==> src/design/ows_pkg.sv <==
// ----------------------------------------------------------------------------
// ows_pkg: shared types and constants for the OHLC / Welford statistics unit
// Field widths, count limit and iteration counts of the serial arithmetic.
// ----------------------------------------------------------------------------
`default_nettype none

package ows_pkg;

    // window sample count width and limit
    localparam int COUNT_BITS = 16;
    localparam int PRICE_W    = 32;
    localparam int STD_W      = 31;
    localparam int SCNT_W     = 16;
    localparam int ACC_W      = 64;
    localparam int ROOT_W     = ACC_W / 2;

    // serial divider iteration counts
    localparam int DIV_ITER_W     = 7;
    localparam int MEAN_DIV_ITERS = PRICE_W;
    localparam int VAR_DIV_ITERS  = ACC_W;

    typedef logic signed [PRICE_W-1:0] price_t;
    typedef logic [COUNT_BITS-1:0]     count_t;
    typedef logic [ACC_W-1:0]          acc_t;
    typedef logic [ROOT_W-1:0]         root_t;
    typedef logic [STD_W-1:0]          std_t;
    typedef logic [SCNT_W-1:0]         scnt_t;
    typedef logic [DIV_ITER_W-1:0]     iter_t;

    localparam count_t CNT_LIMIT = '1;
    localparam std_t   STD_MAX   = '1;

endpackage

`default_nettype wire

==> src/design/ows_div_unit.sv <==
// ----------------------------------------------------------------------------
// ows_div_unit: radix-2 restoring divider
// Unsigned dividend by window count, one quotient bit per cycle. The caller
// picks the number of steps; the quotient collects in the low bits.
// ----------------------------------------------------------------------------
`default_nettype none

module ows_div_unit (
    input  wire logic          clk,
    input  wire logic          rst_n,
    input  wire logic          start,
    input  wire ows_pkg::iter_t  iters,
    input  wire ows_pkg::acc_t   dividend,
    input  wire ows_pkg::count_t divisor,
    output logic               done,
    output ows_pkg::acc_t      quotient
);
    import ows_pkg::*;

    logic   busy_reg;
    logic   done_reg;
    iter_t  cnt_reg;
    count_t dvsr_reg;
    count_t rem_reg;
    acc_t   quo_reg;

    logic [COUNT_BITS:0] shifted;
    logic [COUNT_BITS:0] trial;
    logic                fits;

    // one trial subtraction per cycle
    assign shifted = {rem_reg, quo_reg[ACC_W-1]};
    assign trial   = shifted - {1'b0, dvsr_reg};
    assign fits    = (shifted >= {1'b0, dvsr_reg});

    always_ff @(posedge clk or negedge rst_n)
    begin
        if (!rst_n)
        begin
            busy_reg <= 1'b0;
            done_reg <= 1'b0;
            cnt_reg  <= '0;
            dvsr_reg <= '0;
            rem_reg  <= '0;
            quo_reg  <= '0;
        end
        else
        begin
            // pulse after the final step
            done_reg <= busy_reg && !start && (cnt_reg == iter_t'(1));
            if (start)
            begin
                busy_reg <= 1'b1;
                cnt_reg  <= iters;
                dvsr_reg <= divisor;
                rem_reg  <= '0;
                quo_reg  <= dividend;
            end
            else if (busy_reg)
            begin
                rem_reg <= fits ? trial[COUNT_BITS-1:0] : shifted[COUNT_BITS-1:0];
                quo_reg <= {quo_reg[ACC_W-2:0], fits};
                cnt_reg <= cnt_reg - 1'b1;
                if (cnt_reg == iter_t'(1))
                begin
                    busy_reg <= 1'b0;
                end
            end
        end
    end

    assign done     = done_reg;
    assign quotient = quo_reg;

endmodule

`default_nettype wire

==> src/design/ows_isqrt_unit.sv <==
// ----------------------------------------------------------------------------
// ows_isqrt_unit: bit-serial integer square root
// Digit-by-digit root of a 64-bit value, one result bit per cycle.
// ----------------------------------------------------------------------------
`default_nettype none

module ows_isqrt_unit (
    input  wire logic        clk,
    input  wire logic        rst_n,
    input  wire logic        start,
    input  wire ows_pkg::acc_t radicand,
    output logic             done,
    output ows_pkg::root_t   root
);
    import ows_pkg::*;

    localparam acc_t BIT_INIT = acc_t'(1) << (ACC_W - 2);

    logic busy_reg;
    logic done_reg;
    acc_t val_reg;
    acc_t res_reg;
    acc_t bit_reg;

    acc_t trial;
    logic fits;

    // compare remainder against res + bit
    assign trial = res_reg + bit_reg;
    assign fits  = (val_reg >= trial);

    always_ff @(posedge clk or negedge rst_n)
    begin
        if (!rst_n)
        begin
            busy_reg <= 1'b0;
            done_reg <= 1'b0;
            val_reg  <= '0;
            res_reg  <= '0;
            bit_reg  <= '0;
        end
        else
        begin
            // pulse after the step with the lowest bit
            done_reg <= busy_reg && !start && bit_reg[0];
            if (start)
            begin
                busy_reg <= 1'b1;
                val_reg  <= radicand;
                res_reg  <= '0;
                bit_reg  <= BIT_INIT;
            end
            else if (busy_reg)
            begin
                if (fits)
                begin
                    val_reg <= val_reg - trial;
                    res_reg <= (res_reg >> 1) + bit_reg;
                end
                else
                begin
                    res_reg <= res_reg >> 1;
                end
                bit_reg <= bit_reg >> 2;
                if (bit_reg[0])
                begin
                    busy_reg <= 1'b0;
                end
            end
        end
    end

    assign done = done_reg;
    assign root = res_reg[ROOT_W-1:0];

endmodule

`default_nettype wire

==> src/design/ohlc_welford_window_stats_unit.sv <==
// ----------------------------------------------------------------------------
// ohlc_welford_window_stats_unit: OHLC and Welford mean / std-dev per window
// Per sample: a sample that opens the window or is dropped needs no arithmetic;
//   any other runs a 32-step serial divide for the mean and a shift-add multiply
//   for the deviation, whose length follows the bit length of |p - new mean|.
// Closing a window of more than one sample adds a 64-step divide and a 32-step square root.
// One sample in flight at a time. Reset clears all window state to zero.
// ----------------------------------------------------------------------------
`default_nettype none

module ohlc_welford_window_stats_unit (
    input  wire logic             clk,
    input  wire logic             rst_n,
    input  wire logic             in_valid,
    output logic                  in_ready,
    input  wire ows_pkg::price_t  price,
    input  wire logic             last,
    output logic                  out_valid,
    input  wire logic             out_ready,
    output ows_pkg::price_t       open_value,
    output ows_pkg::price_t       high_value,
    output ows_pkg::price_t       low_value,
    output ows_pkg::price_t       close_value,
    output ows_pkg::price_t       mean_value,
    output ows_pkg::std_t         std_dev,
    output ows_pkg::scnt_t        sample_count,
    output logic                  overflowed
);
    import ows_pkg::*;

    typedef enum logic [3:0] {
        S_IDLE,
        S_FOLD,
        S_DIV,
        S_MUL,
        S_ACC,
        S_FIN,
        S_VDIV,
        S_SQRT,
        S_EMIT
    } state_t;

    state_t state_reg;

    // window state
    price_t open_reg, high_reg, low_reg, close_reg, mean_reg;
    acc_t   sq_sum_reg;
    count_t count_reg;
    logic   ovf_reg;

    // per-sample working registers
    price_t              price_reg;
    logic                last_reg;
    logic                dneg_reg;
    logic [PRICE_W-1:0]  dmag_reg;
    acc_t                mcand_reg;
    logic [PRICE_W-1:0]  mplier_reg;
    acc_t                prod_reg;
    std_t                sd_reg;

    // output beat registers
    logic   out_valid_reg;
    price_t open_out_reg, high_out_reg, low_out_reg, close_out_reg, mean_out_reg;
    std_t   std_out_reg;
    scnt_t  scnt_out_reg;
    logic   ovf_out_reg;

    // arithmetic units
    logic   div_start, div_done;
    iter_t  div_iters;
    acc_t   div_dividend, div_quotient;
    count_t div_divisor;
    logic   sqrt_start, sqrt_done;
    root_t  sqrt_root;

    // deviation from the old mean
    logic [PRICE_W:0]   d_diff;
    logic [PRICE_W:0]   d_abs;
    // new mean and deviation from it
    logic [PRICE_W:0]   q_ext;
    logic [PRICE_W:0]   new_mean;
    logic [PRICE_W:0]   e_diff;
    logic [PRICE_W:0]   e_abs;
    logic [ACC_W:0]     sq_total;
    logic               emit_fire;

    assign d_diff = {price_reg[PRICE_W-1], price_reg} - {mean_reg[PRICE_W-1], mean_reg};
    assign d_abs  = d_diff[PRICE_W] ? (~d_diff + 1'b1) : d_diff;

    assign q_ext    = {1'b0, div_quotient[PRICE_W-1:0]};
    assign new_mean = dneg_reg ? ({mean_reg[PRICE_W-1], mean_reg} - q_ext)
                               : ({mean_reg[PRICE_W-1], mean_reg} + q_ext);
    assign e_diff   = {price_reg[PRICE_W-1], price_reg} - new_mean;
    assign e_abs    = e_diff[PRICE_W] ? (~e_diff + 1'b1) : e_diff;

    assign sq_total = {1'b0, sq_sum_reg} + {1'b0, prod_reg};

    // divider shared by the mean update and the variance at window close
    assign div_start    = (state_reg == S_FOLD && count_reg != CNT_LIMIT && count_reg != '0)
                       || (state_reg == S_FIN && count_reg > count_t'(1));
    assign div_iters    = (state_reg == S_FOLD) ? iter_t'(MEAN_DIV_ITERS)
                                                : iter_t'(VAR_DIV_ITERS);
    assign div_dividend = (state_reg == S_FOLD) ? {d_abs[PRICE_W-1:0], {(ACC_W-PRICE_W){1'b0}}}
                                                : sq_sum_reg;
    assign div_divisor  = (state_reg == S_FOLD) ? count_reg + 1'b1 : count_reg;

    assign sqrt_start = (state_reg == S_VDIV) && div_done;

    assign emit_fire = (state_reg == S_EMIT) && (!out_valid_reg || out_ready);

    ows_div_unit u_div (
        .clk      (clk),
        .rst_n    (rst_n),
        .start    (div_start),
        .iters    (div_iters),
        .dividend (div_dividend),
        .divisor  (div_divisor),
        .done     (div_done),
        .quotient (div_quotient)
    );

    ows_isqrt_unit u_isqrt (
        .clk      (clk),
        .rst_n    (rst_n),
        .start    (sqrt_start),
        .radicand (div_quotient),
        .done     (sqrt_done),
        .root     (sqrt_root)
    );

    // sequencer, window state and output beat
    always_ff @(posedge clk or negedge rst_n)
    begin
        if (!rst_n)
        begin
            state_reg     <= S_IDLE;
            open_reg      <= '0;
            high_reg      <= '0;
            low_reg       <= '0;
            close_reg     <= '0;
            mean_reg      <= '0;
            sq_sum_reg    <= '0;
            count_reg     <= '0;
            ovf_reg       <= 1'b0;
            price_reg     <= '0;
            last_reg      <= 1'b0;
            dneg_reg      <= 1'b0;
            dmag_reg      <= '0;
            mcand_reg     <= '0;
            mplier_reg    <= '0;
            prod_reg      <= '0;
            sd_reg        <= '0;
            out_valid_reg <= 1'b0;
            open_out_reg  <= '0;
            high_out_reg  <= '0;
            low_out_reg   <= '0;
            close_out_reg <= '0;
            mean_out_reg  <= '0;
            std_out_reg   <= '0;
            scnt_out_reg  <= '0;
            ovf_out_reg   <= 1'b0;
        end
        else
        begin
            // beat taken and nothing new to load
            if (out_valid_reg && out_ready && !emit_fire)
            begin
                out_valid_reg <= 1'b0;
            end

            case (state_reg)
                S_IDLE:
                begin
                    if (in_valid)
                    begin
                        price_reg <= price;
                        last_reg  <= last;
                        state_reg <= S_FOLD;
                    end
                end

                S_FOLD:
                begin
                    if (count_reg == CNT_LIMIT)
                    begin
                        // window full: drop the sample
                        ovf_reg   <= 1'b1;
                        state_reg <= last_reg ? S_FIN : S_IDLE;
                    end
                    else if (count_reg == '0)
                    begin
                        // first sample opens the window
                        open_reg   <= price_reg;
                        high_reg   <= price_reg;
                        low_reg    <= price_reg;
                        close_reg  <= price_reg;
                        mean_reg   <= price_reg;
                        sq_sum_reg <= '0;
                        count_reg  <= count_t'(1);
                        state_reg  <= last_reg ? S_FIN : S_IDLE;
                    end
                    else
                    begin
                        if (price_reg > high_reg)
                        begin
                            high_reg <= price_reg;
                        end
                        if (price_reg < low_reg)
                        begin
                            low_reg <= price_reg;
                        end
                        close_reg <= price_reg;
                        dneg_reg  <= d_diff[PRICE_W];
                        dmag_reg  <= d_abs[PRICE_W-1:0];
                        state_reg <= S_DIV;
                    end
                end

                S_DIV:
                begin
                    if (div_done)
                    begin
                        mean_reg   <= new_mean[PRICE_W-1:0];
                        mcand_reg  <= acc_t'(dmag_reg);
                        mplier_reg <= e_abs[PRICE_W-1:0];
                        prod_reg   <= '0;
                        count_reg  <= count_reg + 1'b1;
                        state_reg  <= S_MUL;
                    end
                end

                S_MUL:
                begin
                    // shift-add, one multiplier bit per cycle
                    if (mplier_reg == '0)
                    begin
                        state_reg <= S_ACC;
                    end
                    else
                    begin
                        if (mplier_reg[0])
                        begin
                            prod_reg <= prod_reg + mcand_reg;
                        end
                        mcand_reg  <= mcand_reg << 1;
                        mplier_reg <= mplier_reg >> 1;
                    end
                end

                S_ACC:
                begin
                    // saturating accumulate of the product of the two deviations
                    sq_sum_reg <= sq_total[ACC_W] ? '1 : sq_total[ACC_W-1:0];
                    state_reg  <= last_reg ? S_FIN : S_IDLE;
                end

                S_FIN:
                begin
                    if (count_reg > count_t'(1))
                    begin
                        state_reg <= S_VDIV;
                    end
                    else
                    begin
                        sd_reg    <= '0;
                        state_reg <= S_EMIT;
                    end
                end

                S_VDIV:
                begin
                    if (div_done)
                    begin
                        state_reg <= S_SQRT;
                    end
                end

                S_SQRT:
                begin
                    if (sqrt_done)
                    begin
                        sd_reg    <= sqrt_root[ROOT_W-1] ? STD_MAX : sqrt_root[STD_W-1:0];
                        state_reg <= S_EMIT;
                    end
                end

                S_EMIT:
                begin
                    if (emit_fire)
                    begin
                        out_valid_reg <= 1'b1;
                        open_out_reg  <= open_reg;
                        high_out_reg  <= high_reg;
                        low_out_reg   <= low_reg;
                        close_out_reg <= close_reg;
                        mean_out_reg  <= mean_reg;
                        std_out_reg   <= sd_reg;
                        scnt_out_reg  <= scnt_t'(count_reg);
                        ovf_out_reg   <= ovf_reg;
                        // start a fresh window
                        open_reg      <= '0;
                        high_reg      <= '0;
                        low_reg       <= '0;
                        close_reg     <= '0;
                        mean_reg      <= '0;
                        sq_sum_reg    <= '0;
                        count_reg     <= '0;
                        ovf_reg       <= 1'b0;
                        state_reg     <= S_IDLE;
                    end
                end

                default:
                begin
                    state_reg <= S_IDLE;
                end
            endcase
        end
    end

    assign in_ready     = (state_reg == S_IDLE);
    assign out_valid    = out_valid_reg;
    assign open_value   = open_out_reg;
    assign high_value   = high_out_reg;
    assign low_value    = low_out_reg;
    assign close_value  = close_out_reg;
    assign mean_value   = mean_out_reg;
    assign std_dev      = std_out_reg;
    assign sample_count = scnt_out_reg;
    assign overflowed   = ovf_out_reg;

    // divider only reports back while the sequencer waits for it
    a_div_done_state: assert property (@(posedge clk) disable iff (!rst_n)
        div_done |-> (state_reg == S_DIV || state_reg == S_VDIV))
        else $error("divider done outside a divide wait");

    // root only reports back while the sequencer waits for it
    a_sqrt_done_state: assert property (@(posedge clk) disable iff (!rst_n)
        sqrt_done |-> (state_reg == S_SQRT))
        else $error("square root done outside its wait");

    // an emitted window always holds at least one sample
    a_emit_count: assert property (@(posedge clk) disable iff (!rst_n)
        emit_fire |=> (out_valid && sample_count != '0))
        else $error("window emitted with zero samples");

    // window state is cleared after emitting
    a_emit_clear: assert property (@(posedge clk) disable iff (!rst_n)
        emit_fire |=> (count_reg == '0 && !ovf_reg && sq_sum_reg == '0))
        else $error("window not cleared after emit");

    // count never runs past the limit once a sample is folded
    a_count_step: assert property (@(posedge clk) disable iff (!rst_n)
        (state_reg == S_DIV && div_done) |-> (count_reg != CNT_LIMIT))
        else $error("mean update with count at limit");

endmodule

`default_nettype wire

==> config.mk <==
export PLATFORM = sky130hd
export DESIGN_NAME = ohlc_welford_window_stats_unit
export DESIGN_NICKNAME = d
export VERILOG_FILES = /design/src/design/ows_pkg.sv /design/src/design/ows_div_unit.sv /design/src/design/ows_isqrt_unit.sv /design/src/design/ohlc_welford_window_stats_unit.sv
export SDC_FILE = /design/constraint.sdc
export NUM_CORES = 2
export LEC_CHECK = 0
export BUFFER_PORTS_ARGS = -buffer_cell sky130_fd_sc_hd__buf_2
export CELL_PAD_IN_SITES_DETAIL_PLACEMENT = 0
export CELL_PAD_IN_SITES_GLOBAL_PLACEMENT = 1
export CORE_AREA = 2 2 388 390
export CTS_CLUSTER_DIAMETER = 150
export DETAILED_ROUTE_END_ITERATION = 8
export DIE_AREA = 0 0 390 392
export GPL_TIMING_DRIVEN = 0
export PLACE_DENSITY_LB_ADDON = 0.1
export SLEW_MARGIN = 20
export SYNTH_ARGS = -nofsm -noshare
export SYNTH_HDL_FRONTEND = slang
export SYNTH_SLANG_ARGS = --single-unit
==> constraint.sdc <==
create_clock -name clk -period 15.4 [get_ports clk]
set_input_delay 3.08 -clock clk [delete_from_list [all_inputs] [get_ports clk]]
set_output_delay 3.08 -clock clk [all_outputs]
set_load 0.1 [all_outputs]
Word-level counts from Yosys, hierarchy flattened
Index checks and enable logic that the tools add are counted.
{ "classes": {"n_addsub": 14, "n_mul": 0, "div_mod_pow": 0, "n_lt_le_gt_ge": 5, "n_eq_ne": 25, "shifts": 0, "muxes": 84, "n_bitwise": 4, "reduce_logical": 44} }
{ "op_table": {"columns": ["cell", "n"], "rows": [
  ["64-bit 2-to-1 mux", 20],
  ["32-bit 2-to-1 mux", 15],
  ["32-bit case mux with 2 select lines", 5],
  ["64-bit case mux with 2 select lines", 2],
  ["64-bit case mux with 3 select lines", 1],
  ["64-bit adder", 2],
  ["16-bit 2-to-1 mux", 8],
  ["32-bit case mux with 3 select lines", 1],
  ["31-bit 2-to-1 mux", 3],
  ["64-bit by 64-bit adder with 65-bit output", 1],
  ["32-bit by 1-bit adder with 32-bit output, second input constant", 2],
  ["63-bit by 64-bit adder with 64-bit output", 1],
  ["64-bit >= comparator", 1],
  ["32-bit inverter", 2],
  ["64-bit subtractor", 1],
  ["31-bit case mux with 2 select lines", 1],
  ["16-bit case mux with 3 select lines", 1],
  ["4-bit case mux with 9 select lines", 1],
  ["33-bit by 32-bit adder with 33-bit output", 1],
  ["33-bit 2-to-1 mux", 1],
  ["32-bit by 32-bit subtractor with 33-bit output", 1],
  ["33-bit by 32-bit subtractor with 33-bit output", 1],
  ["33-bit subtractor", 1],
  ["32-bit greater-than comparator", 1],
  ["other kinds (36)", 102]
]} }
{ "word_totals": {"ff_bits": 1010, "latch_bits": 0, "ramBits": 0, "mem_bits_ro": 0, "input_bits": 37, "elab_cells": 213, "n_memories": 0} }

Depth between registers and ports, before layout
{ "depth": {"ltp_word": 8, "mapped_depth": 32, "depth_no_buf": 30} }

Modules after synthesis
A second synthesis with hierarchy kept.
{ "hier_totals": {"hier_cells": 7467, "hier_area_um2": 64840.9} }
{ "by_module_without_submodules": {"columns": ["module", "instances", "cells_per_inst", "area_each_um2", "seq_area_each_um2"], "rows": [
  ["ohlc_welford_window_stats_unit", 1, 4897, 43710.7, 17792.1],
  ["ows_isqrt_unit", 1, 1990, 15559.9, 4053.9],
  ["ows_div_unit", 1, 580, 5570.3, 2627.5]
]} }

Worst setup path before layout
Ideal clock, no wire load.
{ "synth_path": {"path_kind": "register to output", "from": "reg state_reg[0]", "to": "out in_ready", "arrival_ps": 3775, "required_ps": 12320, "slack_ps": 8545, "path_stages_with_launch": 4, "path_buffers": 2, "cell_sequence": "dfrtp_1 clkbuf_1 clkbuf_1 nor4_1"} }
{ "synth_via": {"elab_chain_cells": 1} }
{ "synth_lines": {"columns": ["element", "line_no", "rtl"], "rows": [
  ["start: declaration", "ohlc_welford_window_stats_unit.sv:43", "state_t state_reg;"],
  ["start signal: assignment", "ohlc_welford_window_stats_unit.sv:188", "state_reg <= last_reg ? S_FIN : S_IDLE;"],
  ["start signal: assignment", "ohlc_welford_window_stats_unit.sv:200", "state_reg <= last_reg ? S_FIN : S_IDLE;"],
  ["start signal: assignment", "ohlc_welford_window_stats_unit.sv:254", "state_reg <= last_reg ? S_FIN : S_IDLE;"],
  ["4-bit logical NOT", "ohlc_welford_window_stats_unit.sv:321", "assign in_ready = (state_reg == S_IDLE);"],
  ["end: declaration", "ohlc_welford_window_stats_unit.sv:15", "output logic in_ready,"]
]} }
Every way passes these cells.

Worst setup path in the final report
{ "layout_path": {"from": "reg u_div.quo_reg[2], in the netlist u_div.quotient[2]", "to": "reg mplier_reg[26]"} }
{ "layout_via": {"elab_chain_cells": 8, "word_cells_on_any_way": 9} }
{ "layout_lines": {"columns": ["element", "line_no", "rtl"], "rows": [
  ["start: declaration", "ows_div_unit.sv:25", "acc_t quo_reg;"],
  ["start signal: assignment", "ows_div_unit.sv:57", "quo_reg <= dividend;"],
  ["start signal: assignment", "ows_div_unit.sv:62", "quo_reg <= {quo_reg[ACC_W-2:0], fits};"],
  ["33-bit by 32-bit adder with 33-bit output or 33-bit by 32-bit subtractor with 33-bit output (tied branches)", "ohlc_welford_window_stats_unit.sv:92, ohlc_welford_window_stats_unit.sv:91", null],
  ["33-bit 2-to-1 mux (*)", "ohlc_welford_window_stats_unit.sv:91", "assign new_mean = dneg_reg ? ({mean_reg[PRICE_W-1], mean_reg} - q_ext)"],
  ["33-bit subtractor (*)", "ohlc_welford_window_stats_unit.sv:93", "assign e_diff = {price_reg[PRICE_W-1], price_reg} - new_mean;"],
  ["32-bit inverter", "ohlc_welford_window_stats_unit.sv:94", "assign e_abs = e_diff[PRICE_W] ? (~e_diff + 1'b1) : e_diff;"],
  ["32-bit by 1-bit adder with 32-bit output", "ohlc_welford_window_stats_unit.sv:94", null],
  ["32-bit 2-to-1 mux (*)", "ohlc_welford_window_stats_unit.sv:94", null],
  ["32-bit 2-to-1 mux (*)", "ohlc_welford_window_stats_unit.sv:221", "if (div_done)"],
  ["32-bit case mux with 2 select lines (*)", "ohlc_welford_window_stats_unit.sv:171", "case (state_reg)"],
  ["end signal: assignment", "ohlc_welford_window_stats_unit.sv:225", "mplier_reg <= e_abs[PRICE_W-1:0];"],
  ["end signal: assignment", "ohlc_welford_window_stats_unit.sv:246", "mplier_reg <= mplier_reg >> 1;"],
  ["end: declaration", "ohlc_welford_window_stats_unit.sv:57", "logic [PRICE_W-1:0] mplier_reg;"]
]} }
Every way passes the cells marked *; elsewhere a longest branch is shown, timed or not. The select of a mux whose other input is x is not followed.
A chain may end at the register's enable or synchronous reset.

==> run summary <==
Initial Utilization - 43.68%
syn avg cell area - 8.739 µm²
Worst-Margin Slew - 1.199 ns
CP top delay family - compound AO/OA/AOI/OAI gates
DRC Markers - 0
initial antenna violation count - 15
CTS buffer count - 113
Most Frequent Cell on Critical Path - a21oi_1
fillers - 14470
max capacitance violation total - 0
RSZ-0062 raised after global routing - false
Routed Antenna Nets - 0
vias in the first global route - 56020
Post-Synthesis Cells - 7442
CP Buf/Inv Count - 3
Hold Worst Slack - 0.4735 ns
Setup Fix Bufs, Post-CTS - 0
final setup vio count - 0
min cycle time layout - 7.914 ns
DR pass1 iterations - 9
CTS tree - built
Fin. Hold Viols - 0
most frequent cells in the layout - dfrtp_1 (978), nand2_1 (905), o21ai_0 (688)
layout cell share with drive strength beyond 1 - 10.11%
Synth cell types - 119
routed vias - 59400
Area Overhead vs Synth - 12.26%
DR WL/cell - 25.14 µm
Clk pin slew, worst setup/hold paths - 0.06 ns
Critical-path top delay cell - nor3_1
Crit Path Class - reg2reg
delay of the slowest cell on the worst path - 0.52 ns
Placement Cell Area - 69010 µm²
Max Freq - 0.1264 GHz
clk_lat worst skew - 0.79 ns
Die X - 390 µm
Post-Syn Area - 65040 µm²
final net count - 8299
Ports - 247
DRT iter0 DRCs - 5554
Post-synth top flop - dfrtp_1
status - finished, final reports clean
worst path required time - 15.96 ns
Crit path depth - 28
EDFF count, synth - 0
clock tree root buffer cell - clkbuf_16
setup TNS - 0 ns
Die Ht - 392 µm
CP Max Fanout - 10
Hold Path Class - reg2reg
Die Area - 152900 µm²
drt total wl - 247700 µm
H-tree levels - 3
Slew Limit Headroom - 19.67%
clk buf depth - 3
GP Congestion - 0.9761
Site Rows - 142
final period utilization - 51.39%
Synth Warn # - 0
Worst setup EP type - flip-flop
first-pass GRT wire length - 365100 µm
hold buffer count at CTS - 0
Total GRT Usage - 31.63%
Port Buffer Count - 246
most common cell after layout, fill and taps aside - dfrtp_1
register area share after synthesis - 37.63%
Critical Path Start Type - flip-flop
clk_skew - 0.07657 ns
Mapped Nets - 7926
Worst EP arrival - 8.47 ns
post-CTS sizing - 0
largest net degree at the start of global routing - 131
total grt overflow - 0
drt via density - 6.029
clk sinks - 978
max-slew violation count - 0
register bit total from synthesis - 978
hpwl dp - 195600 µm
worst reg-to-reg path cell count - 28
Core ar. - 148900 µm²
Post-synth ARST share - 100.0%
Final Cell Area - 73010 µm²
WHS Path Cells - 2
[Yosys cell counts (all sizes together), types with 136 or more instances]
library cell  instances  share of area, %
a21o                190               2.2
a21oi               620               4.8
a31oi               173               1.7
clkbuf              341               2.0
dfrtp               978                38
ha                  440               8.5
inv                 245               1.4
mux2                159               2.8
mux2i               155               2.4
nand2               905               5.2
nand3               146               1.1
nor2                563               3.3
nor3                136               1.1
o21ai               719               5.6
xnor2               238               3.2
xor2                185               2.5
[metal layers]
| metal | wire [µm] | global-route usage, % | vias up |
|---|---|---|---|
| li1 | - | - | 27780 |
| met1 | 116500 | 47.21 | 29290 |
| met2 | 105000 | 46.73 | 1999 |
| met3 | 18160 | 4.655 | 325 |
| met4 | 8034 | 10.13 | 4 |
| met5 | 24 | 0 | - |
[logic make-up after synthesis]
family	synth area share, %
muxes	5.139
buffers and inverters	3.938
xor gates and xnor gates	5.731
DFF	37.63
adders and majority gates	8.680
AOI/OAI and AO/OA	23.15
and+or+nand+nor	15.73
[per-stage QoR]
stage	setup WS (ns)	util [%]	std cells
2_1_floorplan	8.545	-	7442
3_3_place_gp	-10.89	46.14	9632
3_5_place_dp	7.565	46.35	9644
4_1_cts	7.486	49.03	9847
5_1_grt	7.001	49.03	9848
6_report	7.486	49.04	9853
[final cells by class]
type	instances	area (µm²)	area share [%]
multi-input combinational	5804	38030	52.09
timing repair buffer	258	1508	2.065
clock inverter	52	757.0	1.037
tap	1944	2432	3.332
sequential	978	24470	33.52
buffer	414	1640	2.247
inverter	246	923.4	1.265
clock buffer	151	3231	4.425
antenna	6	15.01	0.02057
[tightest hold or removal path, cell delays in order, from the launching register on]
cell and delay, ns:
dfrtp_1 0.34, nand2_1 0.04, o21ai_0 0.06
[final timing paths]
| kind | startpoint | endpoint | slack, ns |
|---|---|---|---|
| min in group asynchronous | rst_n | close_value[2] | 2.20 |
| setup reg to reg | u_div.quotient[2] | mplier_reg[26] | 7.49 |
| setup / recovery | u_div.quotient[2] | mplier_reg[26] | 7.49 |
| max in group asynchronous | rst_n | prod_reg[12] | 10.61 |
| hold reg to reg | high_value[26] | high_value[26] | 0.47 |
| hold / removal | high_value[26] | high_value[26] | 0.47 |
Power is not shown: default switching activity piles up to over one toggle a cycle in this logic, so the estimate is an artifact.
